$ cat config.mk
export PLATFORM = sky130hd
export DESIGN_NAME = uniform_block_offset_allocator_top_flat
export DESIGN_NICKNAME = d
export VERILOG_FILES = /design/src/hdl/ubo_pkg.sv /design/src/hdl/ubo_if.sv /design/src/hdl/ubo_front.sv /design/src/hdl/ubo_queue.sv /design/src/hdl/ubo_back.sv /design/src/hdl/uniform_block_offset_allocator_top.sv /design/src/flat_wrapper.sv
export VERILOG_INCLUDE_DIRS = /design/src /design/src/hdl
export SDC_FILE = /design/constraint.sdc
export NUM_CORES = 1
export LEC_CHECK = 0
export BUFFER_PORTS_ARGS = -buffer_cell sky130_fd_sc_hd__buf_2
export CAP_MARGIN = 20
export CORE_AREA = 2 2 201 203
export DETAILED_ROUTE_END_ITERATION = 16
export DIE_AREA = 0 0 203 205
export PLACE_DENSITY = 0.67
export SLEW_MARGIN = 20
export SYNTH_ARGS = -nofsm -noshare
export SYNTH_HDL_FRONTEND = slang
export SYNTH_HIERARCHICAL = 1
export SYNTH_SLANG_ARGS = --single-unit
$ cat constraint.sdc
create_clock -name i_clk -period 16.2 [get_ports i_clk]
set_input_delay 1.62 -clock i_clk [delete_from_list [all_inputs] [get_ports i_clk]]
set_output_delay 1.62 -clock i_clk [all_outputs]
set_load 0.02 [all_outputs]
$ cat src/hdl/assert_macros.svh
// ----------------------------------------------------------------------------
// Assertion macros
// Concurrent assertion wrappers shared by the RTL files. They expand to
// nothing when SYNTHESIS is defined.
// ----------------------------------------------------------------------------
`ifndef ASSERT_MACROS_SVH
`define ASSERT_MACROS_SVH

`ifndef SYNTHESIS

// Property checked at every clock edge outside reset.
`define UBO_ASSERT(lbl, clk, rst_n, prop, msg) \
    lbl: assert property (@(posedge clk) disable iff (!(rst_n)) (prop)) else $error(msg);

// Condition that must hold in the cycle after a trigger.
`define UBO_ASSERT_NEXT(lbl, clk, rst_n, trig, cond, msg) \
    lbl: assert property (@(posedge clk) disable iff (!(rst_n)) (trig) |=> (cond)) \
        else $error(msg);

`else

`define UBO_ASSERT(lbl, clk, rst_n, prop, msg)
`define UBO_ASSERT_NEXT(lbl, clk, rst_n, trig, cond, msg)

`endif

`endif

$ cat src/hdl/ubo_pkg.sv
// ----------------------------------------------------------------------------
// ubo_pkg
// Types, constants and type tables of the uniform block offset allocator.
// ----------------------------------------------------------------------------
package ubo_pkg;

    localparam int OFFSET_BITS_DEF      = 16;
    localparam int ARRAY_COUNT_BITS_DEF = 10;
    localparam int ARRAY_COUNT_BITS_MAX = 16;
    localparam int FIELD_BITS           = 16;
    localparam int TYPE_BITS            = 4;
    localparam int CFG_BITS             = 16;
    localparam int SIZE_BITS            = 7;
    localparam int AMT_BITS             = ARRAY_COUNT_BITS_MAX + SIZE_BITS;
    localparam int TYPE_COUNT           = 12;
    localparam int QUEUE_DEPTH          = 2;

    localparam logic [CFG_BITS-1:0] MAX_PUSH_RESET = 16'd128;

    typedef logic [3:0]           t_mask;
    typedef logic [SIZE_BITS-1:0] t_size;
    typedef logic [TYPE_BITS-1:0] t_type_code;

    // Request kinds on the input channel.
    localparam logic REQ_ADD   = 1'b0;
    localparam logic REQ_CLEAR = 1'b1;

    // Type codes that get special std140 handling.
    localparam t_type_code TYPE_HALF2X2  = 4'd8;
    localparam t_type_code TYPE_FLOAT2X2 = 4'd9;

    localparam t_mask STD140_ARRAY_MASK = 4'hF;
    localparam t_mask FLIP_MASK         = 4'h7;
    localparam t_size MAT2_STD140_SIZE  = 7'd32;
    localparam t_size MIN_ARRAY_STRIDE  = 7'd16;
    localparam t_size FLIP_PAD          = 7'd8;

    // Alignment mask and packed size per valid type code.
    localparam t_mask ALIGN_MASK_TAB [TYPE_COUNT] = '{
        4'h1, 4'h3, 4'h7, 4'h7, 4'h3, 4'h7, 4'hF, 4'hF, 4'h7, 4'h7, 4'hF, 4'hF
    };
    localparam t_size SIZE_TAB [TYPE_COUNT] = '{
        7'd2, 7'd4, 7'd6, 7'd8, 7'd4, 7'd8, 7'd12, 7'd16, 7'd16, 7'd16, 7'd48, 7'd64
    };

    typedef enum logic [1:0] {
        CMD_ADD,
        CMD_CLEAR,
        CMD_BAD_TYPE
    } t_cmd_kind;

    // Classified request as it travels from the front end to the back end.
    typedef struct packed {
        t_cmd_kind            kind;
        t_mask                mask140;
        t_mask                mask430;
        logic [AMT_BITS-1:0]  amt140;
        logic [AMT_BITS-1:0]  amt430;
    } t_cmd;

endpackage

$ cat src/hdl/ubo_if.sv
// ----------------------------------------------------------------------------
// ubo_if
// Valid/ready channels for requests and results of the offset allocator.
// ----------------------------------------------------------------------------
interface ubo_req_if #(
    parameter int ARRAY_COUNT_BITS = ubo_pkg::ARRAY_COUNT_BITS_DEF
);
    logic                               valid;
    logic                               ready;
    logic                               req_type;
    logic [ubo_pkg::TYPE_BITS-1:0]      type_code;
    logic [ARRAY_COUNT_BITS-1:0]        array_count;

    modport source (output valid, req_type, type_code, array_count, input ready);
    modport sink   (input valid, req_type, type_code, array_count, output ready);
endinterface

interface ubo_rsp_if;
    logic                               valid;
    logic                               ready;
    logic [ubo_pkg::FIELD_BITS-1:0]     offset_std140;
    logic [ubo_pkg::FIELD_BITS-1:0]     offset_std430;
    logic [ubo_pkg::FIELD_BITS-1:0]     end_std140;
    logic [ubo_pkg::FIELD_BITS-1:0]     end_std430;
    logic                               use_push_constants;
    logic [ubo_pkg::FIELD_BITS-1:0]     flip_offset;
    logic                               type_error;
    logic                               overflow;

    modport source (
        output valid, offset_std140, offset_std430, end_std140, end_std430,
               use_push_constants, flip_offset, type_error, overflow,
        input  ready
    );
    modport sink (
        input  valid, offset_std140, offset_std430, end_std140, end_std430,
               use_push_constants, flip_offset, type_error, overflow,
        output ready
    );
endinterface

$ cat src/hdl/ubo_front.sv
// ----------------------------------------------------------------------------
// ubo_front
// Classifies a request and works out the per-layout alignment mask and the
// byte amount it advances each layout by.
// ----------------------------------------------------------------------------
module ubo_front #(
    parameter int ARRAY_COUNT_BITS = ubo_pkg::ARRAY_COUNT_BITS_DEF
) (
    ubo_req_if.sink         i_req,
    input  logic            i_queue_ready,
    output logic            o_push,
    output ubo_pkg::t_cmd   o_cmd
);

    logic                           type_ok;
    logic                           is_array;
    ubo_pkg::t_type_code            code;
    logic [$clog2(ubo_pkg::TYPE_COUNT)-1:0] idx;
    logic [ARRAY_COUNT_BITS-1:0]    count;
    ubo_pkg::t_mask                 mask;
    ubo_pkg::t_size                 size430;
    ubo_pkg::t_size                 size140;
    ubo_pkg::t_size                 elem430;
    ubo_pkg::t_size                 elem140;

    assign code     = i_req.type_code;
    assign count    = i_req.array_count;
    assign type_ok  = code < ubo_pkg::TYPE_BITS'(ubo_pkg::TYPE_COUNT);
    assign idx      = type_ok ? code[$clog2(ubo_pkg::TYPE_COUNT)-1:0] : '0;
    assign is_array = |count;

    always_comb begin
        mask    = ubo_pkg::ALIGN_MASK_TAB[idx];
        size430 = ubo_pkg::SIZE_TAB[idx];
        // A 2x2 matrix keeps two 16-byte columns under std140.
        size140 = (code == ubo_pkg::TYPE_HALF2X2 || code == ubo_pkg::TYPE_FLOAT2X2)
                  ? ubo_pkg::MAT2_STD140_SIZE : size430;
        elem430 = (size430 < ubo_pkg::MIN_ARRAY_STRIDE) ? ubo_pkg::MIN_ARRAY_STRIDE : size430;
        elem140 = (size140 < ubo_pkg::MIN_ARRAY_STRIDE) ? ubo_pkg::MIN_ARRAY_STRIDE : size140;

        o_cmd.mask430 = mask;
        o_cmd.mask140 = (is_array || code == ubo_pkg::TYPE_FLOAT2X2)
                        ? ubo_pkg::STD140_ARRAY_MASK : mask;
        o_cmd.amt430  = is_array
                        ? ubo_pkg::AMT_BITS'(elem430) * ubo_pkg::AMT_BITS'(count)
                        : ubo_pkg::AMT_BITS'(size430);
        o_cmd.amt140  = is_array
                        ? ubo_pkg::AMT_BITS'(elem140) * ubo_pkg::AMT_BITS'(count)
                        : ubo_pkg::AMT_BITS'(size140);

        if (i_req.req_type == ubo_pkg::REQ_CLEAR) begin
            o_cmd.kind = ubo_pkg::CMD_CLEAR;
        end else if (!type_ok) begin
            o_cmd.kind = ubo_pkg::CMD_BAD_TYPE;
        end else begin
            o_cmd.kind = ubo_pkg::CMD_ADD;
        end
    end

    assign i_req.ready = i_queue_ready;
    assign o_push      = i_req.valid && i_queue_ready;

endmodule

$ cat src/hdl/ubo_queue.sv
// ----------------------------------------------------------------------------
// ubo_queue
// Short first-in first-out queue of classified requests between the front
// end and the back end.
// ----------------------------------------------------------------------------
`include "assert_macros.svh"

module ubo_queue (
    input  logic            i_clk,
    input  logic            i_rst_n,
    input  logic            i_push,
    input  ubo_pkg::t_cmd   i_cmd,
    output logic            o_ready,
    output logic            o_valid,
    output ubo_pkg::t_cmd   o_cmd,
    input  logic            i_pop
);

    localparam int PTR_BITS = (ubo_pkg::QUEUE_DEPTH > 1) ? $clog2(ubo_pkg::QUEUE_DEPTH) : 1;
    localparam int CNT_BITS = $clog2(ubo_pkg::QUEUE_DEPTH + 1);
    localparam logic [PTR_BITS-1:0] LAST_PTR = PTR_BITS'(ubo_pkg::QUEUE_DEPTH - 1);
    localparam logic [CNT_BITS-1:0] FULL_CNT = CNT_BITS'(ubo_pkg::QUEUE_DEPTH);

    ubo_pkg::t_cmd          r_mem [ubo_pkg::QUEUE_DEPTH];
    logic [PTR_BITS-1:0]    r_wr_ptr;
    logic [PTR_BITS-1:0]    r_rd_ptr;
    logic [CNT_BITS-1:0]    r_count;
    logic [PTR_BITS-1:0]    n_wr_ptr;
    logic [PTR_BITS-1:0]    n_rd_ptr;
    logic [CNT_BITS-1:0]    n_count;

    assign o_ready = r_count != FULL_CNT;
    assign o_valid = r_count != '0;
    assign o_cmd   = r_mem[r_rd_ptr];

    always_comb begin
        n_wr_ptr = r_wr_ptr;
        n_rd_ptr = r_rd_ptr;
        n_count  = r_count;
        if (i_push) begin
            n_wr_ptr = (r_wr_ptr == LAST_PTR) ? '0 : r_wr_ptr + 1'b1;
        end
        if (i_pop) begin
            n_rd_ptr = (r_rd_ptr == LAST_PTR) ? '0 : r_rd_ptr + 1'b1;
        end
        if (i_push && !i_pop) begin
            n_count = r_count + 1'b1;
        end else if (i_pop && !i_push) begin
            n_count = r_count - 1'b1;
        end
    end

    always_ff @(posedge i_clk) begin
        if (!i_rst_n) begin
            r_wr_ptr <= '0;
            r_rd_ptr <= '0;
            r_count  <= '0;
        end else begin
            r_wr_ptr <= n_wr_ptr;
            r_rd_ptr <= n_rd_ptr;
            r_count  <= n_count;
        end
    end

    always_ff @(posedge i_clk) begin
        if (i_push) begin
            r_mem[r_wr_ptr] <= i_cmd;
        end
    end

    `UBO_ASSERT(a_queue_count_bounded, i_clk, i_rst_n, r_count <= FULL_CNT, "queue count past depth")
    `UBO_ASSERT(a_queue_no_push_full, i_clk, i_rst_n, !(i_push && r_count == FULL_CNT), "push into a full queue")
    `UBO_ASSERT(a_queue_no_pop_empty, i_clk, i_rst_n, !(i_pop && r_count == '0), "pop from an empty queue")

endmodule

$ cat src/hdl/ubo_back.sv
// ----------------------------------------------------------------------------
// ubo_back
// Holds the running std140 and std430 ends, places each request and forms
// the result item in an output register.
// ----------------------------------------------------------------------------
`include "assert_macros.svh"

module ubo_back #(
    parameter int OFFSET_BITS = ubo_pkg::OFFSET_BITS_DEF
) (
    input  logic                            i_clk,
    input  logic                            i_rst_n,
    input  logic [ubo_pkg::CFG_BITS-1:0]    i_max_push,
    input  logic                            i_valid,
    input  ubo_pkg::t_cmd                   i_cmd,
    output logic                            o_pop,
    ubo_rsp_if.source                       o_rsp
);

    localparam int SUM_BITS  = ((OFFSET_BITS > ubo_pkg::AMT_BITS) ? OFFSET_BITS
                                                                  : ubo_pkg::AMT_BITS) + 2;
    localparam int WIDE_BITS = (OFFSET_BITS > ubo_pkg::FIELD_BITS) ? OFFSET_BITS
                                                                   : ubo_pkg::FIELD_BITS;
    localparam int CMP_BITS  = WIDE_BITS + 1;
    localparam int FB        = ubo_pkg::FIELD_BITS;

    logic [OFFSET_BITS-1:0]     r_end140;
    logic [OFFSET_BITS-1:0]     r_end430;
    logic [OFFSET_BITS-1:0]     n_end140;
    logic [OFFSET_BITS-1:0]     n_end430;

    logic                       r_s1_valid;
    logic [FB-1:0]              r_s1_off140;
    logic [FB-1:0]              r_s1_off430;
    logic                       r_s1_terr;
    logic                       r_s1_ovf;

    logic                       r_s2_valid;
    logic [FB-1:0]              r_s2_off140;
    logic [FB-1:0]              r_s2_off430;
    logic [FB-1:0]              r_s2_end140;
    logic [FB-1:0]              r_s2_end430;
    logic                       r_s2_push;
    logic [FB-1:0]              r_s2_flip;
    logic                       r_s2_terr;
    logic                       r_s2_ovf;

    logic                       s1_load;
    logic                       s2_load;
    logic [OFFSET_BITS:0]       off140;
    logic [OFFSET_BITS:0]       off430;
    logic [SUM_BITS-1:0]        new140;
    logic [SUM_BITS-1:0]        new430;
    logic                       ovf;
    logic                       placed;
    logic [WIDE_BITS-1:0]       wide_off140;
    logic [WIDE_BITS-1:0]       wide_off430;

    logic                       push_ok;
    logic [OFFSET_BITS-1:0]     chosen;
    logic [OFFSET_BITS:0]       flip_sum;
    logic [OFFSET_BITS-1:0]     flip;
    logic [WIDE_BITS-1:0]       wide_end140;
    logic [WIDE_BITS-1:0]       wide_end430;
    logic [WIDE_BITS-1:0]       wide_flip;

    // Stage control: output register, then placement stage, then queue pop.
    assign s2_load = !r_s2_valid || o_rsp.ready;
    assign s1_load = !r_s1_valid || s2_load;
    assign o_pop   = i_valid && s1_load;

    // Placement: align each running end, then advance it.
    always_comb begin
        off140 = ((OFFSET_BITS+1)'(r_end140) + (OFFSET_BITS+1)'(i_cmd.mask140))
                 & ~(OFFSET_BITS+1)'(i_cmd.mask140);
        off430 = ((OFFSET_BITS+1)'(r_end430) + (OFFSET_BITS+1)'(i_cmd.mask430))
                 & ~(OFFSET_BITS+1)'(i_cmd.mask430);
        new140 = SUM_BITS'(off140) + SUM_BITS'(i_cmd.amt140);
        new430 = SUM_BITS'(off430) + SUM_BITS'(i_cmd.amt430);
        ovf    = (|new140[SUM_BITS-1:OFFSET_BITS]) || (|new430[SUM_BITS-1:OFFSET_BITS]);
        placed = (i_cmd.kind == ubo_pkg::CMD_ADD) && !ovf;

        wide_off140 = WIDE_BITS'(off140[OFFSET_BITS-1:0]);
        wide_off430 = WIDE_BITS'(off430[OFFSET_BITS-1:0]);

        n_end140 = r_end140;
        n_end430 = r_end430;
        if (o_pop) begin
            if (i_cmd.kind == ubo_pkg::CMD_CLEAR) begin
                n_end140 = '0;
                n_end430 = '0;
            end else if (placed) begin
                n_end140 = new140[OFFSET_BITS-1:0];
                n_end430 = new430[OFFSET_BITS-1:0];
            end
        end
    end

    // Finish: push constant decision and flip offset from the updated ends.
    always_comb begin
        push_ok  = (r_end430 != '0)
                   && (CMP_BITS'(r_end430) + CMP_BITS'(ubo_pkg::FLIP_PAD)
                       <= CMP_BITS'(i_max_push));
        chosen   = push_ok ? r_end430 : r_end140;
        flip_sum = ((OFFSET_BITS+1)'(chosen) + (OFFSET_BITS+1)'(ubo_pkg::FLIP_MASK))
                   & ~(OFFSET_BITS+1)'(ubo_pkg::FLIP_MASK);
        flip     = flip_sum[OFFSET_BITS-1:0];

        wide_end140 = WIDE_BITS'(r_end140);
        wide_end430 = WIDE_BITS'(r_end430);
        wide_flip   = WIDE_BITS'(flip);
    end

    always_ff @(posedge i_clk) begin
        if (!i_rst_n) begin
            r_end140   <= '0;
            r_end430   <= '0;
            r_s1_valid <= 1'b0;
            r_s2_valid <= 1'b0;
        end else begin
            r_end140 <= n_end140;
            r_end430 <= n_end430;
            if (s1_load) begin
                r_s1_valid <= i_valid;
            end
            if (s2_load) begin
                r_s2_valid <= r_s1_valid;
            end
        end
    end

    always_ff @(posedge i_clk) begin
        if (s1_load) begin
            r_s1_off140 <= placed ? wide_off140[FB-1:0] : '0;
            r_s1_off430 <= placed ? wide_off430[FB-1:0] : '0;
            r_s1_terr   <= i_cmd.kind == ubo_pkg::CMD_BAD_TYPE;
            r_s1_ovf    <= (i_cmd.kind == ubo_pkg::CMD_ADD) && ovf;
        end
        if (s2_load) begin
            r_s2_off140 <= r_s1_off140;
            r_s2_off430 <= r_s1_off430;
            r_s2_end140 <= wide_end140[FB-1:0];
            r_s2_end430 <= wide_end430[FB-1:0];
            r_s2_push   <= push_ok;
            r_s2_flip   <= wide_flip[FB-1:0];
            r_s2_terr   <= r_s1_terr;
            r_s2_ovf    <= r_s1_ovf;
        end
    end

    assign o_rsp.valid              = r_s2_valid;
    assign o_rsp.offset_std140      = r_s2_off140;
    assign o_rsp.offset_std430      = r_s2_off430;
    assign o_rsp.end_std140         = r_s2_end140;
    assign o_rsp.end_std430         = r_s2_end430;
    assign o_rsp.use_push_constants = r_s2_push;
    assign o_rsp.flip_offset        = r_s2_flip;
    assign o_rsp.type_error         = r_s2_terr;
    assign o_rsp.overflow           = r_s2_ovf;

    `UBO_ASSERT_NEXT(a_clear_zeroes_ends, i_clk, i_rst_n, o_pop && i_cmd.kind == ubo_pkg::CMD_CLEAR, r_end140 == '0 && r_end430 == '0, "clear left a running end nonzero")
    `UBO_ASSERT_NEXT(a_bad_type_holds_ends, i_clk, i_rst_n, o_pop && i_cmd.kind == ubo_pkg::CMD_BAD_TYPE, $stable(r_end140) && $stable(r_end430), "invalid type moved a running end")
    `UBO_ASSERT(a_flags_exclusive, i_clk, i_rst_n, r_s1_valid |-> !(r_s1_terr && r_s1_ovf), "type error and overflow both set")

endmodule

$ cat src/hdl/uniform_block_offset_allocator_top.sv
// ----------------------------------------------------------------------------
// uniform_block_offset_allocator_top
// A request item goes through the queue, placement and output registers.
// Throughput: one item per cycle unless stalled (running-end update bound).
// Reset (synchronous, active low): ends zero, limit 128, pipeline empty.
// ----------------------------------------------------------------------------
module uniform_block_offset_allocator_top #(
    parameter int OFFSET_BITS      = ubo_pkg::OFFSET_BITS_DEF,
    parameter int ARRAY_COUNT_BITS = ubo_pkg::ARRAY_COUNT_BITS_DEF
) (
    input  logic                            i_clk,
    input  logic                            i_rst_n,
    ubo_req_if.sink                         i_req,
    ubo_rsp_if.source                       o_rsp,
    input  logic                            i_cfg_we,
    input  logic [ubo_pkg::CFG_BITS-1:0]    i_cfg_wdata
);

    // The block is split into a front end that decodes the type code into
    // alignment masks and advance amounts (including the array multiply),
    // and a back end that owns the two running ends. A two-entry queue sits
    // between them so either side can stall without holding up the other.

    logic [ubo_pkg::CFG_BITS-1:0]   r_max_push;
    logic                           front_push;
    ubo_pkg::t_cmd                  front_cmd;
    logic                           queue_ready;
    logic                           queue_valid;
    ubo_pkg::t_cmd                  queue_cmd;
    logic                           back_pop;

    // Push constant size limit. The user must write it only while no item is in
    // flight (the block does not enforce this), so the back end reads it directly.
    always_ff @(posedge i_clk) begin
        if (!i_rst_n) begin
            r_max_push <= ubo_pkg::MAX_PUSH_RESET;
        end else if (i_cfg_we) begin
            r_max_push <= i_cfg_wdata;
        end
    end

    // Front end: accepts an item whenever the queue has room.
    ubo_front #(
        .ARRAY_COUNT_BITS (ARRAY_COUNT_BITS)
    ) u_front (
        .i_req         (i_req),
        .i_queue_ready (queue_ready),
        .o_push        (front_push),
        .o_cmd         (front_cmd)
    );

    ubo_queue u_queue (
        .i_clk   (i_clk),
        .i_rst_n (i_rst_n),
        .i_push  (front_push),
        .i_cmd   (front_cmd),
        .o_ready (queue_ready),
        .o_valid (queue_valid),
        .o_cmd   (queue_cmd),
        .i_pop   (back_pop)
    );

    // Back end: places one request per cycle, unless the result channel stalls,
    // against the running ends, then forms the push constant decision and flip
    // offset in the output register that drives the result channel.
    ubo_back #(
        .OFFSET_BITS (OFFSET_BITS)
    ) u_back (
        .i_clk      (i_clk),
        .i_rst_n    (i_rst_n),
        .i_max_push (r_max_push),
        .i_valid    (queue_valid),
        .i_cmd      (queue_cmd),
        .o_pop      (back_pop),
        .o_rsp      (o_rsp)
    );

endmodule
$ cat src/flat_wrapper.sv
// flat-port wrapper written by rule: the top's interface ports become plain ports
module uniform_block_offset_allocator_top_flat 
#(
    parameter int OFFSET_BITS      = ubo_pkg::OFFSET_BITS_DEF,
    parameter int ARRAY_COUNT_BITS = ubo_pkg::ARRAY_COUNT_BITS_DEF
)
  (i_clk, i_rst_n, i_cfg_we, i_cfg_wdata, i_req_valid, i_req_req_type, i_req_type_code, i_req_array_count, i_req_ready, o_rsp_valid, o_rsp_offset_std140, o_rsp_offset_std430, o_rsp_end_std140, o_rsp_end_std430, o_rsp_use_push_constants, o_rsp_flip_offset, o_rsp_type_error, o_rsp_overflow, o_rsp_ready);
  ubo_req_if #(.ARRAY_COUNT_BITS(ARRAY_COUNT_BITS)) i_req_i ();
  ubo_rsp_if o_rsp_i ();
  input  logic i_clk;
  input  logic i_rst_n;
  input  logic i_cfg_we;
  input  logic [ubo_pkg::CFG_BITS-1:0] i_cfg_wdata;
  input wire logic [$bits(i_req_i.valid)-1:0] i_req_valid;
  input wire logic [$bits(i_req_i.req_type)-1:0] i_req_req_type;
  input wire logic [$bits(i_req_i.type_code)-1:0] i_req_type_code;
  input wire logic [$bits(i_req_i.array_count)-1:0] i_req_array_count;
  output wire logic [$bits(i_req_i.ready)-1:0] i_req_ready;
  output wire logic [$bits(o_rsp_i.valid)-1:0] o_rsp_valid;
  output wire logic [$bits(o_rsp_i.offset_std140)-1:0] o_rsp_offset_std140;
  output wire logic [$bits(o_rsp_i.offset_std430)-1:0] o_rsp_offset_std430;
  output wire logic [$bits(o_rsp_i.end_std140)-1:0] o_rsp_end_std140;
  output wire logic [$bits(o_rsp_i.end_std430)-1:0] o_rsp_end_std430;
  output wire logic [$bits(o_rsp_i.use_push_constants)-1:0] o_rsp_use_push_constants;
  output wire logic [$bits(o_rsp_i.flip_offset)-1:0] o_rsp_flip_offset;
  output wire logic [$bits(o_rsp_i.type_error)-1:0] o_rsp_type_error;
  output wire logic [$bits(o_rsp_i.overflow)-1:0] o_rsp_overflow;
  input wire logic [$bits(o_rsp_i.ready)-1:0] o_rsp_ready;
  assign i_req_i.valid = i_req_valid;
  assign i_req_i.req_type = i_req_req_type;
  assign i_req_i.type_code = i_req_type_code;
  assign i_req_i.array_count = i_req_array_count;
  assign i_req_ready = i_req_i.ready;
  assign o_rsp_valid = o_rsp_i.valid;
  assign o_rsp_offset_std140 = o_rsp_i.offset_std140;
  assign o_rsp_offset_std430 = o_rsp_i.offset_std430;
  assign o_rsp_end_std140 = o_rsp_i.end_std140;
  assign o_rsp_end_std430 = o_rsp_i.end_std430;
  assign o_rsp_use_push_constants = o_rsp_i.use_push_constants;
  assign o_rsp_flip_offset = o_rsp_i.flip_offset;
  assign o_rsp_type_error = o_rsp_i.type_error;
  assign o_rsp_overflow = o_rsp_i.overflow;
  assign o_rsp_i.ready = o_rsp_ready;
  uniform_block_offset_allocator_top #(.OFFSET_BITS(OFFSET_BITS), .ARRAY_COUNT_BITS(ARRAY_COUNT_BITS)) u_core (.i_clk(i_clk), .i_rst_n(i_rst_n), .i_req(i_req_i), .o_rsp(o_rsp_i), .i_cfg_we(i_cfg_we), .i_cfg_wdata(i_cfg_wdata));
endmodule
==> results of run 1 <==
-- worst paths after layout --
| path | depth (start not counted) | endpoint | startpoint | slack, ns |
|---|---|---|---|---|
| min reg2reg | 0 | u_core/u_back/o_rsp.offset_std140[12] | u_core/u_back/r_s1_off140[12] | 0.42 |
| max | 19 | u_core/u_queue/r_mem[0][13] | i_req_type_code[1] | 9.28 |
| max reg2reg | 19 | u_core/u_back/r_s1_off140[5] | flip-flop | 9.46 |
| min | 0 | u_core/u_back/o_rsp.offset_std140[12] | u_core/u_back/r_s1_off140[12] | 0.42 |
-- power by group through the flow --
stage	sequential [mW]	combinational, mW	clock (mW)
global route	0.913	0.838	0.702
finish	0.905	0.763	0.661
CTS	0.906	0.757	0.678
global placement	0.918	0.740	0
floorplan	0.954	0.533	0
detailed placement	0.920	0.748	0
-- cell type report --
| type | instances | area, µm² | area share |
|---|---|---|---|
| Timing Repair Buffer | 131 | 698 | 0.0327 |
| Clock buffer | 35 | 768 | 0.0360 |
| Inverter | 79 | 297 | 0.0139 |
| Multi-Input combinational cell | 1390 | 10800 | 0.508 |
| Tap cell | 525 | 657 | 0.0308 |
| Sequential cell | 281 | 7890 | 0.370 |
| Clock inverter | 19 | 191 | 0.00897 |
-- cell families (layout without fill, tap and decap cells) --
| family | count (synthesis) | count (layout) | share of synthesized area |
|---|---|---|---|
| AND/OR/NAND/NOR | 640 | 640 | 0.182 |
| XOR/XNOR | 87 | 87 | 0.0390 |
| multiplexers | 84 | 84 | 0.0468 |
| adder cells (fa/ha/maj) | 208 | 208 | 0.160 |
| buffers and inverters | 209 | 264 | 0.0490 |
| other | 3 | 37 | 0.000577 |
| AO/OA/AOI/OAI | 334 | 334 | 0.118 |
| flip-flops | 281 | 281 | 0.404 |
-- metal layers --
metal | track usage | wire, µm
met1 | 0.306 | 20800
met2 | 0.365 | 21200
met3 | 0.0167 | 2300
met4 | 0.0597 | 1060
met5 | 0 | 0
-- cells in the final DEF (no fill, tap or decap), drive strengths merged, types with 7 or more instances in the layout --
| master | count |
|---|---|
| a21oi | 70 |
| nor3b | 9 |
| a21o | 29 |
| nor2 | 87 |
| o21ai | 76 |
| inv | 81 |
| nor2b | 46 |
| clkinv | 11 |
| buf | 131 |
| o21a | 20 |
| and2 | 84 |
| nand2b | 9 |
| fa | 70 |
| nand4 | 29 |
| conb | 37 |
| nor3 | 56 |
| nand3 | 46 |
| nand2 | 95 |
| clkbuf | 35 |
| o22ai | 7 |
| a211oi | 17 |
| mux2 | 58 |
| xnor2 | 33 |
| dfxtp | 55 |
| or3 | 8 |
| edfxtp | 226 |
| o211ai | 12 |
| nor4 | 15 |
| a41oi | 33 |
| mux2i | 26 |
| nand3b | 35 |
| and3 | 95 |
| xor2 | 54 |
| ha | 138 |
| o21bai | 7 |
-- worst register-to-register path, cell delays in order (launching register included) --
cell,delay (ns)
dfxtp_2,0.36
buf_4,0.59
mux2_1,0.51
and2_1,0.21
fa_1,0.40
a21o_1,0.20
a21oi_1,0.25
nor2_1,0.12
and2_1,0.23
and3_1,0.19
xor2_1,0.34
ha_1,0.41
and3_1,0.24
a211oi_2,0.45
nor3_1,0.10
a2111oi_0,0.40
nand4_1,0.19
nor4_1,0.28
and4b_4,0.77
and3_1,0.34
-- registers in the layout, summed over array words and instances (netlist names), named ones only --
signal / flops
u_core/u_back/r_s1_valid: 1
u_core/u_back/o_rsp.end_std140: 16
u_core/u_back/r_s1_terr: 1
u_core/u_back/o_rsp.offset_std140: 16
u_core/u_back/r_s1_off430: 16
u_core/u_back/o_rsp.use_push_constants: 1
u_core/u_back/o_rsp.offset_std430: 16
u_core/u_queue/r_count: 2
u_core/u_back/o_rsp.valid: 1
u_core/u_back/o_rsp.flip_offset: 13
u_core/u_back/r_end430: 16
u_core/u_back/o_rsp.overflow: 1
u_core/r_max_push: 16
u_core/u_queue/r_wr_ptr: 1
u_core/u_back/r_s1_off140: 16
u_core/u_back/o_rsp.end_std430: 16
u_core/u_back/r_s1_ovf: 1
u_core/u_queue/r_mem: 112
u_core/u_back/o_rsp.type_error: 1
u_core/u_queue/r_rd_ptr: 1
u_core/u_back/r_end140: 16
-- through the flow --
step	cell area (µm²)	hold WS (ns)
2_1_floorplan	19600	0.400
3_3_place_gp	20400	0.403
3_5_place_dp	20400	0.405
4_1_cts	21300	0.417
5_1_grt	21300	0.420
6_report	21300	0.418
==> impl_metrics.json, run 1 <==
{
  "syn_to_final_growth_pct": 9.33,
  "die_x_um": 203,
  "status": "complete, no violations",
  "dp_slack_ns": 8.76,
  "io_pins": 121,
  "yosysTopAreaCellShare": 0.348,
  "p_clk_frac": 0.284,
  "num-fill-cells": 3445,
  "synth_edf_count": 226,
  "drt_iter0_markers": 1027,
  "synthTopCellsByCount": "edfxtp_1 (226), ha_1 (138), and3_1 (95), nand2_1 (95), nor2_1 (87)",
  "clk_path_buf_depth": 3,
  "p_int_mw": 1.54,
  "final_core_utilization": 0.542,
  "timing.final.crit_period_ns": 6.92,
  "syn_inst": 1846,
  "async_reset_ff_frac": 0,
  "ys_seq_elements": 281,
  "netlist_area_um2": 19500,
  "drcViolationCount": 0,
  "die_area_um2": 41600,
  "tightestPinTransition_ns": 0.979,
  "vias": 14200,
  "critPathRequiredTime_ns": 16.48,
  "antennaDiodeCount": 0,
  "setup_ws_ns": 9.28,
  "totalWireLength_mm": 45.4,
  "hold_viol": 0,
  "ctsHtreeMaxLevel": 1,
  "hpwl_mm": 33.5,
  "floorplan.rows": 73,
  "critPathKind": "in -> reg",
  "fp.dieH_um": 205,
  "critPathBufInv": 4,
  "yosysMostFrequentCell": "edfxtp_1",
  "slew_headroom": 0.346,
  "maxCapViolations": 0,
  "cpMostUsedCell": "fa_1",
  "hold_path_class": "reg -> reg",
  "rsz0062_at_grt": "false",
  "path_delay_family": "adder cells",
  "cts-root-buf": "clkbuf_16",
  "cp_max_fo": 19,
  "end_kind": "flip-flop",
  "leakage_nw": 9.33,
  "place_inst": 2405,
  "max_stage_delay_ns": 0.74,
  "seq_area_frac_synth": 0.404,
  "ys_warn_count": 6,
  "postSynthAreaPerCell_um2": 10.6,
  "skew_ns": 0.0174,
  "synthTopCellsByArea": "edfxtp_1 (35%), ha_1 (8.8%), fa_1 (7.2%)",
  "first_global_vias": 13600,
  "p_switching_mw": 0.791,
  "max_freq_mhz": 145,
  "cts_buffers": 29,
  "first_pass_iters": 5,
  "combPwrFrac": 0.328,
  "cts_tree": "yes",
  "start_util": 0.496,
  "wire_per_inst_um": 18.4,
  "setup_viol": 0,
  "arrival_ns": 7.20,
  "postCtsSetupBuffers": 0,
  "grt_pass1_wl_mm": 72.8,
  "start_kind": "primary input",
  "switching_share": 0.339,
  "pwr-share-seq": 0.388,
  "antenna_found_initial": 0,
  "nets": 2156,
  "io_buffers": 117,
  "worstPathCellList": "buf_2 > inv_1 > a21oi_1 > ha_1 > nand2_1 > nor2_1 > and2_1 > fa_1 > inv_1 > fa_1 > inv_1 > fa_1 > ha_1 > fa_1 > a211oi_1 > o21bai_1 > o41ai_1 > xor2_1 > nor2_1",
  "grt_start_max_net_pins": 89,
  "clk_pin_slew_ns": 0.07,
  "period_share": 0.427,
  "drtAntennaViolNets": 0,
  "layout-drive-gt1-share": 0.110,
  "cts_resized": 0,
  "powerDensity_nw_per_um2": 109,
  "holdBufCountCts": 0,
  "drv_slew": 0,
  "clock_sinks": 281,
  "synth_top_area_cell": "edfxtp_1",
  "grt_usage": 0.218,
  "synth_ff_type": "edfxtp_1",
  "finalPower_mw": 2.33,
  "fin_tns_setup_ns": 0,
  "core_um2": 39400,
  "peakVddDrop_mv": 0.0926,
  "place_congestion": 0.911,
  "insertion_delay_ns": 0.56,
  "vias_per_cell": 5.79,
  "fin_cells": 2460,
  "ys_types": 87,
  "cpMaxStageDelayCell": "nor2_1",
  "gr-total-overflow": 0
}
Note: power is estimated with default switching activity, not from simulation.
==> inputs of run 2 (changes only) <==
clock period = 6.7 ns   (was 16.2 ns; I/O delays follow)
==> run 2 against run 1 <==
Against the previous run: sequential power up 140%; sequential share of layout area about the same; flip-flop and latch count unchanged; clock skew down 0.0058 ns; critical path type is now reg -> reg; largest power group unchanged.
==> impl_metrics.json, run 2 (same netlist as run 1, synthesis figures left out) <==
{
  "period_share": 0.876,
  "worstPathCellList": "buf_4 > mux2_1 > ha_1 > a31o_2 > a21oi_1 > nor2b_1 > o21a_1 > nand3_1 > nor2_1 > xor2_1 > ha_1 > a21oi_1 > o21ai_1 > o21ai_0 > o211a_1 > nand4_1 > nor4_1 > and4b_2 > buf_12 > and3_1",
  "regArea_um2": 7890,
  "antenna_found_initial": 0,
  "fp.dieH_um": 205,
  "cts_buffers": 28,
  "nets": 2162,
  "wire_per_inst_um": 19.0,
  "drtAntennaViolNets": 0,
  "critPathRequiredTime_ns": 7.11,
  "peakVddDrop_mv": 0.193,
  "max_freq_mhz": 170,
  "drt_iter0_markers": 1265,
  "skew_ns": 0.0115,
  "rsz0062_at_grt": "false",
  "leakage_nw": 9.33,
  "postCtsSetupBuffers": 0,
  "totalWireLength_mm": 46.9,
  "die_area_um2": 41600,
  "combPwrFrac": 0.337,
  "multi_input_area_um2": 10800,
  "pwr-share-seq": 0.397,
  "num-fill-cells": 3443,
  "maxCapViolations": 0,
  "p_int_mw": 3.62,
  "end_kind": "flip-flop",
  "finalPower_mw": 5.54,
  "holdBufCountCts": 0,
  "die_x_um": 203,
  "vias": 14300,
  "tightestPinTransition_ns": 0.988,
  "p_clk_frac": 0.266,
  "cts-root-buf": "clkbuf_16",
  "grt_pass1_wl_mm": 74.9,
  "io_pins": 121,
  "cp_max_fo": 65,
  "insertion_delay_ns": 0.56,
  "floorplan.rows": 73,
  "antennaDiodeCount": 0,
  "layout-drive-gt1-share": 0.111,
  "grt_start_max_net_pins": 89,
  "drcViolationCount": 0,
  "ctsHtreeMaxLevel": 1,
  "timing.final.crit_period_ns": 5.87,
  "critPathKind": "reg -> reg",
  "gr-total-overflow": 0,
  "p_switching_mw": 1.93,
  "cpMaxStageDelayCell": "dfxtp_2",
  "mostFrequentLayoutCell": "edfxtp_1",
  "place_congestion": 0.918,
  "cts_tree": "yes",
  "max_stage_delay_ns": 0.55,
  "fin_tns_setup_ns": 0,
  "first_pass_iters": 5,
  "start_kind": "flip-flop",
  "clk_path_buf_depth": 3,
  "powerDensity_nw_per_um2": 260,
  "io_buffers": 117,
  "largest_reg_flops": 112,
  "slew_headroom": 0.341,
  "start_util": 0.496,
  "layout_common_cells": "edfxtp_1 (226), ha_1 (138), buf_2 (117), nand2_1 (95), and3_1 (95)",
  "arrival_ns": 6.28,
  "clock_sinks": 281,
  "vias_per_cell": 5.82,
  "grt_usage": 0.225,
  "setup_viol": 0,
  "hold_viol": 0,
  "drv_slew": 0,
  "clk_pin_slew_ns": 0.06,
  "top_register": "u_core/u_queue/r_mem",
  "first_global_vias": 13800,
  "core_um2": 39400,
  "syn_to_final_growth_pct": 9.23,
  "hold_path_class": "in -> reg",
  "hpwl_mm": 34.4,
  "cts_resized": 0,
  "switching_share": 0.347,
  "status": "complete, no violations"
}
## run 2: power by group through the flow
stage | combinational, mW | sequential, mW | clock [mW]
2_1_floorplan | 1.29 | 2.31 | 0
3_3_place_gp | 1.82 | 2.23 | 0
3_5_place_dp | 1.83 | 2.24 | 0
4_1_cts | 1.85 | 2.21 | 1.51
5_1_grt | 2.05 | 2.22 | 1.58
6_report | 1.87 | 2.20 | 1.48
## run 2: routing by layer
layer | track usage | vias up | wire, µm
li1 | - | 6860 | -
met1 | 0.314 | 6981 | 21200
met2 | 0.381 | 450 | 22400
met3 | 0.0205 | 54 | 2430
met4 | 0.0534 | 0 | 862
met5 | 0 | - | 0
## run 2: worst paths after layout
path                                start                              endpoint  slack (ns)  depth (start not counted)
max                             flip-flop          u_core/u_back/r_s1_off430[7]        0.83                         20
min                        i_cfg_wdata[7]                  u_core/r_max_push[7]        0.36                          3
min reg2reg  u_core/u_back/r_s1_off430[6]  u_core/u_back/o_rsp.offset_std430[6]        0.42                          0
max reg2reg                     flip-flop          u_core/u_back/r_s1_off430[7]        0.83                         20
## run 2: critical path, delay by kind of cell, from the launching register on
family	cells	cell delay [ns]
xor gates and xnor gates	1	0.40
and+or+nand+nor	7	1.55
buffers and inverters	2	0.52
muxes	1	0.42
adders and majority gates	2	0.66
DFF	1	0.55
AOI/OAI and AO/OA	7	1.59
## run 2: stage by stage
stage / utilization / area (µm²) / cells / setup WS [ns] / hold WS [ns]
2_1_floorplan: - / 19600 / 1880 / 1.21 / 0.400
3_3_place_gp: 0.519 / 20400 / 2412 / 0.785 / 0.405
3_5_place_dp: 0.519 / 20400 / 2412 / 0.506 / 0.405
4_1_cts: 0.541 / 21300 / 2464 / 0.901 / 0.337
5_1_grt: 0.541 / 21300 / 2465 / 0.550 / 0.350
6_report: 0.541 / 21300 / 2465 / 0.832 / 0.364
## run 2: area by class of cell
cell class / count / share of cell area
repair buffers: 138 / 0.0358
clock buffers: 37 / 0.0369
multi-input cells: 1390 / 0.508
flip-flops and latches: 281 / 0.370
inverters: 79 / 0.0139
well taps: 525 / 0.0308
clock inverters: 15 / 0.00423
==> inputs of run 3 (changes only) <==
CTS_BUF_LIST = sky130_fd_sc_hd__clkbuf_2 sky130_fd_sc_hd__clkbuf_4 sky130_fd_sc_hd__clkbuf_8   (was unset)
clock period = 7 ns   (was 6.7 ns; I/O delays follow)
==> run 3 against run 2 <==
Against the previous run: sequential power decreased by 5%; design area rose by 0.13%; critical endpoint is now u_core/u_queue/r_mem[1][13]; global-route usage down 0.37 points; highest routed layer unchanged; sequential share of layout area is essentially flat; hold slack got worse by 0.020 ns; critical path depth decreased by 1.
==> impl_metrics.json, run 3 (same netlist as run 1, synthesis figures left out) <==
{
  "status": "complete, no violations",
  "max_stage_delay_ns": 0.81,
  "fin_cells": 2493,
  "critPathKind": "in -> reg",
  "drv_slew": 0,
  "hold_viol": 0,
  "cp_max_fo": 19,
  "worstPathCellList": "buf_2 > inv_1 > a21oi_1 > ha_1 > nand2_1 > nor2_1 > and2_1 > fa_1 > inv_1 > fa_1 > inv_1 > fa_1 > ha_1 > fa_1 > a211oi_1 > o21bai_1 > o41ai_1 > xor2_1 > nor2_1",
  "layout-drive-gt1-share": 0.124,
  "tightestPinTransition_ns": 1.04,
  "start_kind": "primary input",
  "clk_path_buf_depth": 3,
  "arrival_ns": 6.37,
  "timing.final.crit_period_ns": 6.09,
  "grt_start_max_net_pins": 89,
  "cts_tree": "yes",
  "hold_path_class": "in -> reg",
  "layout_common_cells": "edfxtp_1 (226), ha_1 (138), buf_2 (117), nand2_1 (95), and3_1 (95)",
  "antennaDiodeCount": 0,
  "drtAntennaViolNets": 0,
  "io_buffers": 117,
  "startpoint": "i_req_type_code[1]",
  "path_delay_family": "adder cells",
  "vias_per_cell": 5.77,
  "combPwrFrac": 0.334,
  "hpwl_mm": 33.8,
  "rsz0062_at_grt": "false",
  "max_freq_mhz": 164,
  "cts-root-buf": "clkbuf_8",
  "cpMostUsedCell": "fa_1",
  "drt_iter0_markers": 1181,
  "rr_worst_depth": 19,
  "vias": 14400,
  "crit_path_end": "u_core/u_queue/r_mem[1][13]",
  "floorplan.rows": 73,
  "maxCapViolations": 0,
  "cp.depth": 19,
  "largest_reg_flops": 112,
  "critPathRequiredTime_ns": 7.28,
  "grt_pass1_wl_mm": 73.8,
  "end_kind": "flip-flop",
  "totalWireLength_mm": 45.8,
  "slew_headroom": 0.306,
  "r2r_slack_ns": 0.91,
  "insertion_delay_ns": 0.58,
  "setup_ws_ns": 0.910,
  "cpMaxStageDelayCell": "nor2_1",
  "num-fill-cells": 3456,
  "wire_per_inst_um": 18.4,
  "first_global_vias": 13800,
  "drcViolationCount": 0,
  "gr-total-overflow": 0,
  "skew_ns": 0.0222,
  "p_int_mw": 3.48,
  "first_pass_iters": 5,
  "r2r_end": "u_core/u_back/r_s1_off140[5]",
  "grt_usage": 0.222,
  "ctsHtreeMaxLevel": 2,
  "place_inst": 2411,
  "leakage_nw": 9.38,
  "peakVddDrop_mv": 0.120,
  "fp.dieH_um": 205,
  "clk_pin_slew_ns": 0.06,
  "antenna_found_initial": 0,
  "clock_sinks": 281,
  "mostFrequentLayoutCell": "edfxtp_1",
  "cts_buffers": 45,
  "start_util": 0.496,
  "syn_to_final_growth_pct": 9.37,
  "switching_share": 0.344,
  "period_share": 0.870,
  "p_switching_mw": 1.83,
  "die_x_um": 203,
  "cts_resized": 0,
  "critPathBufInv": 4,
  "io_pins": 121,
  "pwr-share-seq": 0.396,
  "place_congestion": 0.901,
  "postCtsSetupBuffers": 0,
  "fin_tns_setup_ns": 0,
  "dp_slack_ns": 0.418,
  "setup_viol": 0,
  "die_area_um2": 41600,
  "nets": 2177,
  "top_register": "u_core/u_queue/r_mem",
  "core_um2": 39400,
  "p_clk_frac": 0.270,
  "hold_slack_ns": 0.344,
  "powerDensity_nw_per_um2": 248,
  "holdBufCountCts": 0
}
run 3: cell types whose count changed in the layout (fill, tap and decap cells not counted), sizes merged:
cell	change
clkbuf	+26
clkinv	+3
buf	-2
bufinv	+2
inv	-1
run 3: power by group through the flow:
stage / logic [mW] / clock network, mW / registers, mW
final: 1.77 / 1.43 / 2.10
after global placement: 1.73 / 0 / 2.13
after global routing: 1.95 / 1.54 / 2.12
after CTS: 1.76 / 1.47 / 2.10
after detailed placement: 1.74 / 0 / 2.14
after floorplan: 1.23 / 0 / 2.21
run 3: stage by stage:
| stage | cell area, µm² | power [mW] | util |
|---|---|---|---|
| detailed placement | 20400 | 3.88 | 0.519 |
| global route | 21300 | 5.61 | 0.542 |
| finish | 21300 | 5.30 | 0.542 |
| CTS | 21300 | 5.33 | 0.542 |
| floorplan | 19600 | 3.44 | - |
| global placement | 20400 | 3.86 | 0.519 |
run 3: how the worst min path moves through the flow:
stage,endpoint,depth (start not counted),from
floorplan,u_core/u_back/o_rsp.offset_std140[0],0,u_core/u_back/r_s1_off140[0]
global placement,u_core/u_back/o_rsp.offset_std430[7],0,u_core/u_back/r_s1_off430[7]
detailed placement,u_core/u_back/o_rsp.offset_std430[7],0,u_core/u_back/r_s1_off430[7]
CTS,u_core/r_max_push[7],3,i_cfg_wdata[7]
global route,u_core/r_max_push[7],3,i_cfg_wdata[7]
finish,u_core/r_max_push[7],3,i_cfg_wdata[7]
run 3: tightest hold or removal path, delay by kind of cell:
kind | cells | cell delay [ns]
buf+inv | 1 | 0.08
mux | 1 | 0.05
simple gates | 1 | 0.06
run 3: final cells by class:
| cell class | instances | area (µm²) | area share |
|---|---|---|---|
| repair buffers | 136 | 741 | 0.0347 |
| flip-flops and latches | 281 | 7890 | 0.370 |
| multi-input cells | 1390 | 10800 | 0.508 |
| inverters | 79 | 297 | 0.0139 |
| well taps | 525 | 657 | 0.0308 |
| clock buffers | 63 | 786 | 0.0368 |
| clock inverters | 19 | 141 | 0.00662 |
run 3: metal layers:
metal	vias to the layer above	GRT usage	routed length, µm
met2	468	0.367	21500
met5	-	0	0
met3	83	0.0291	2470
met4	0	0.0714	1150
met1	6941	0.303	20800
li1	6897	-	-
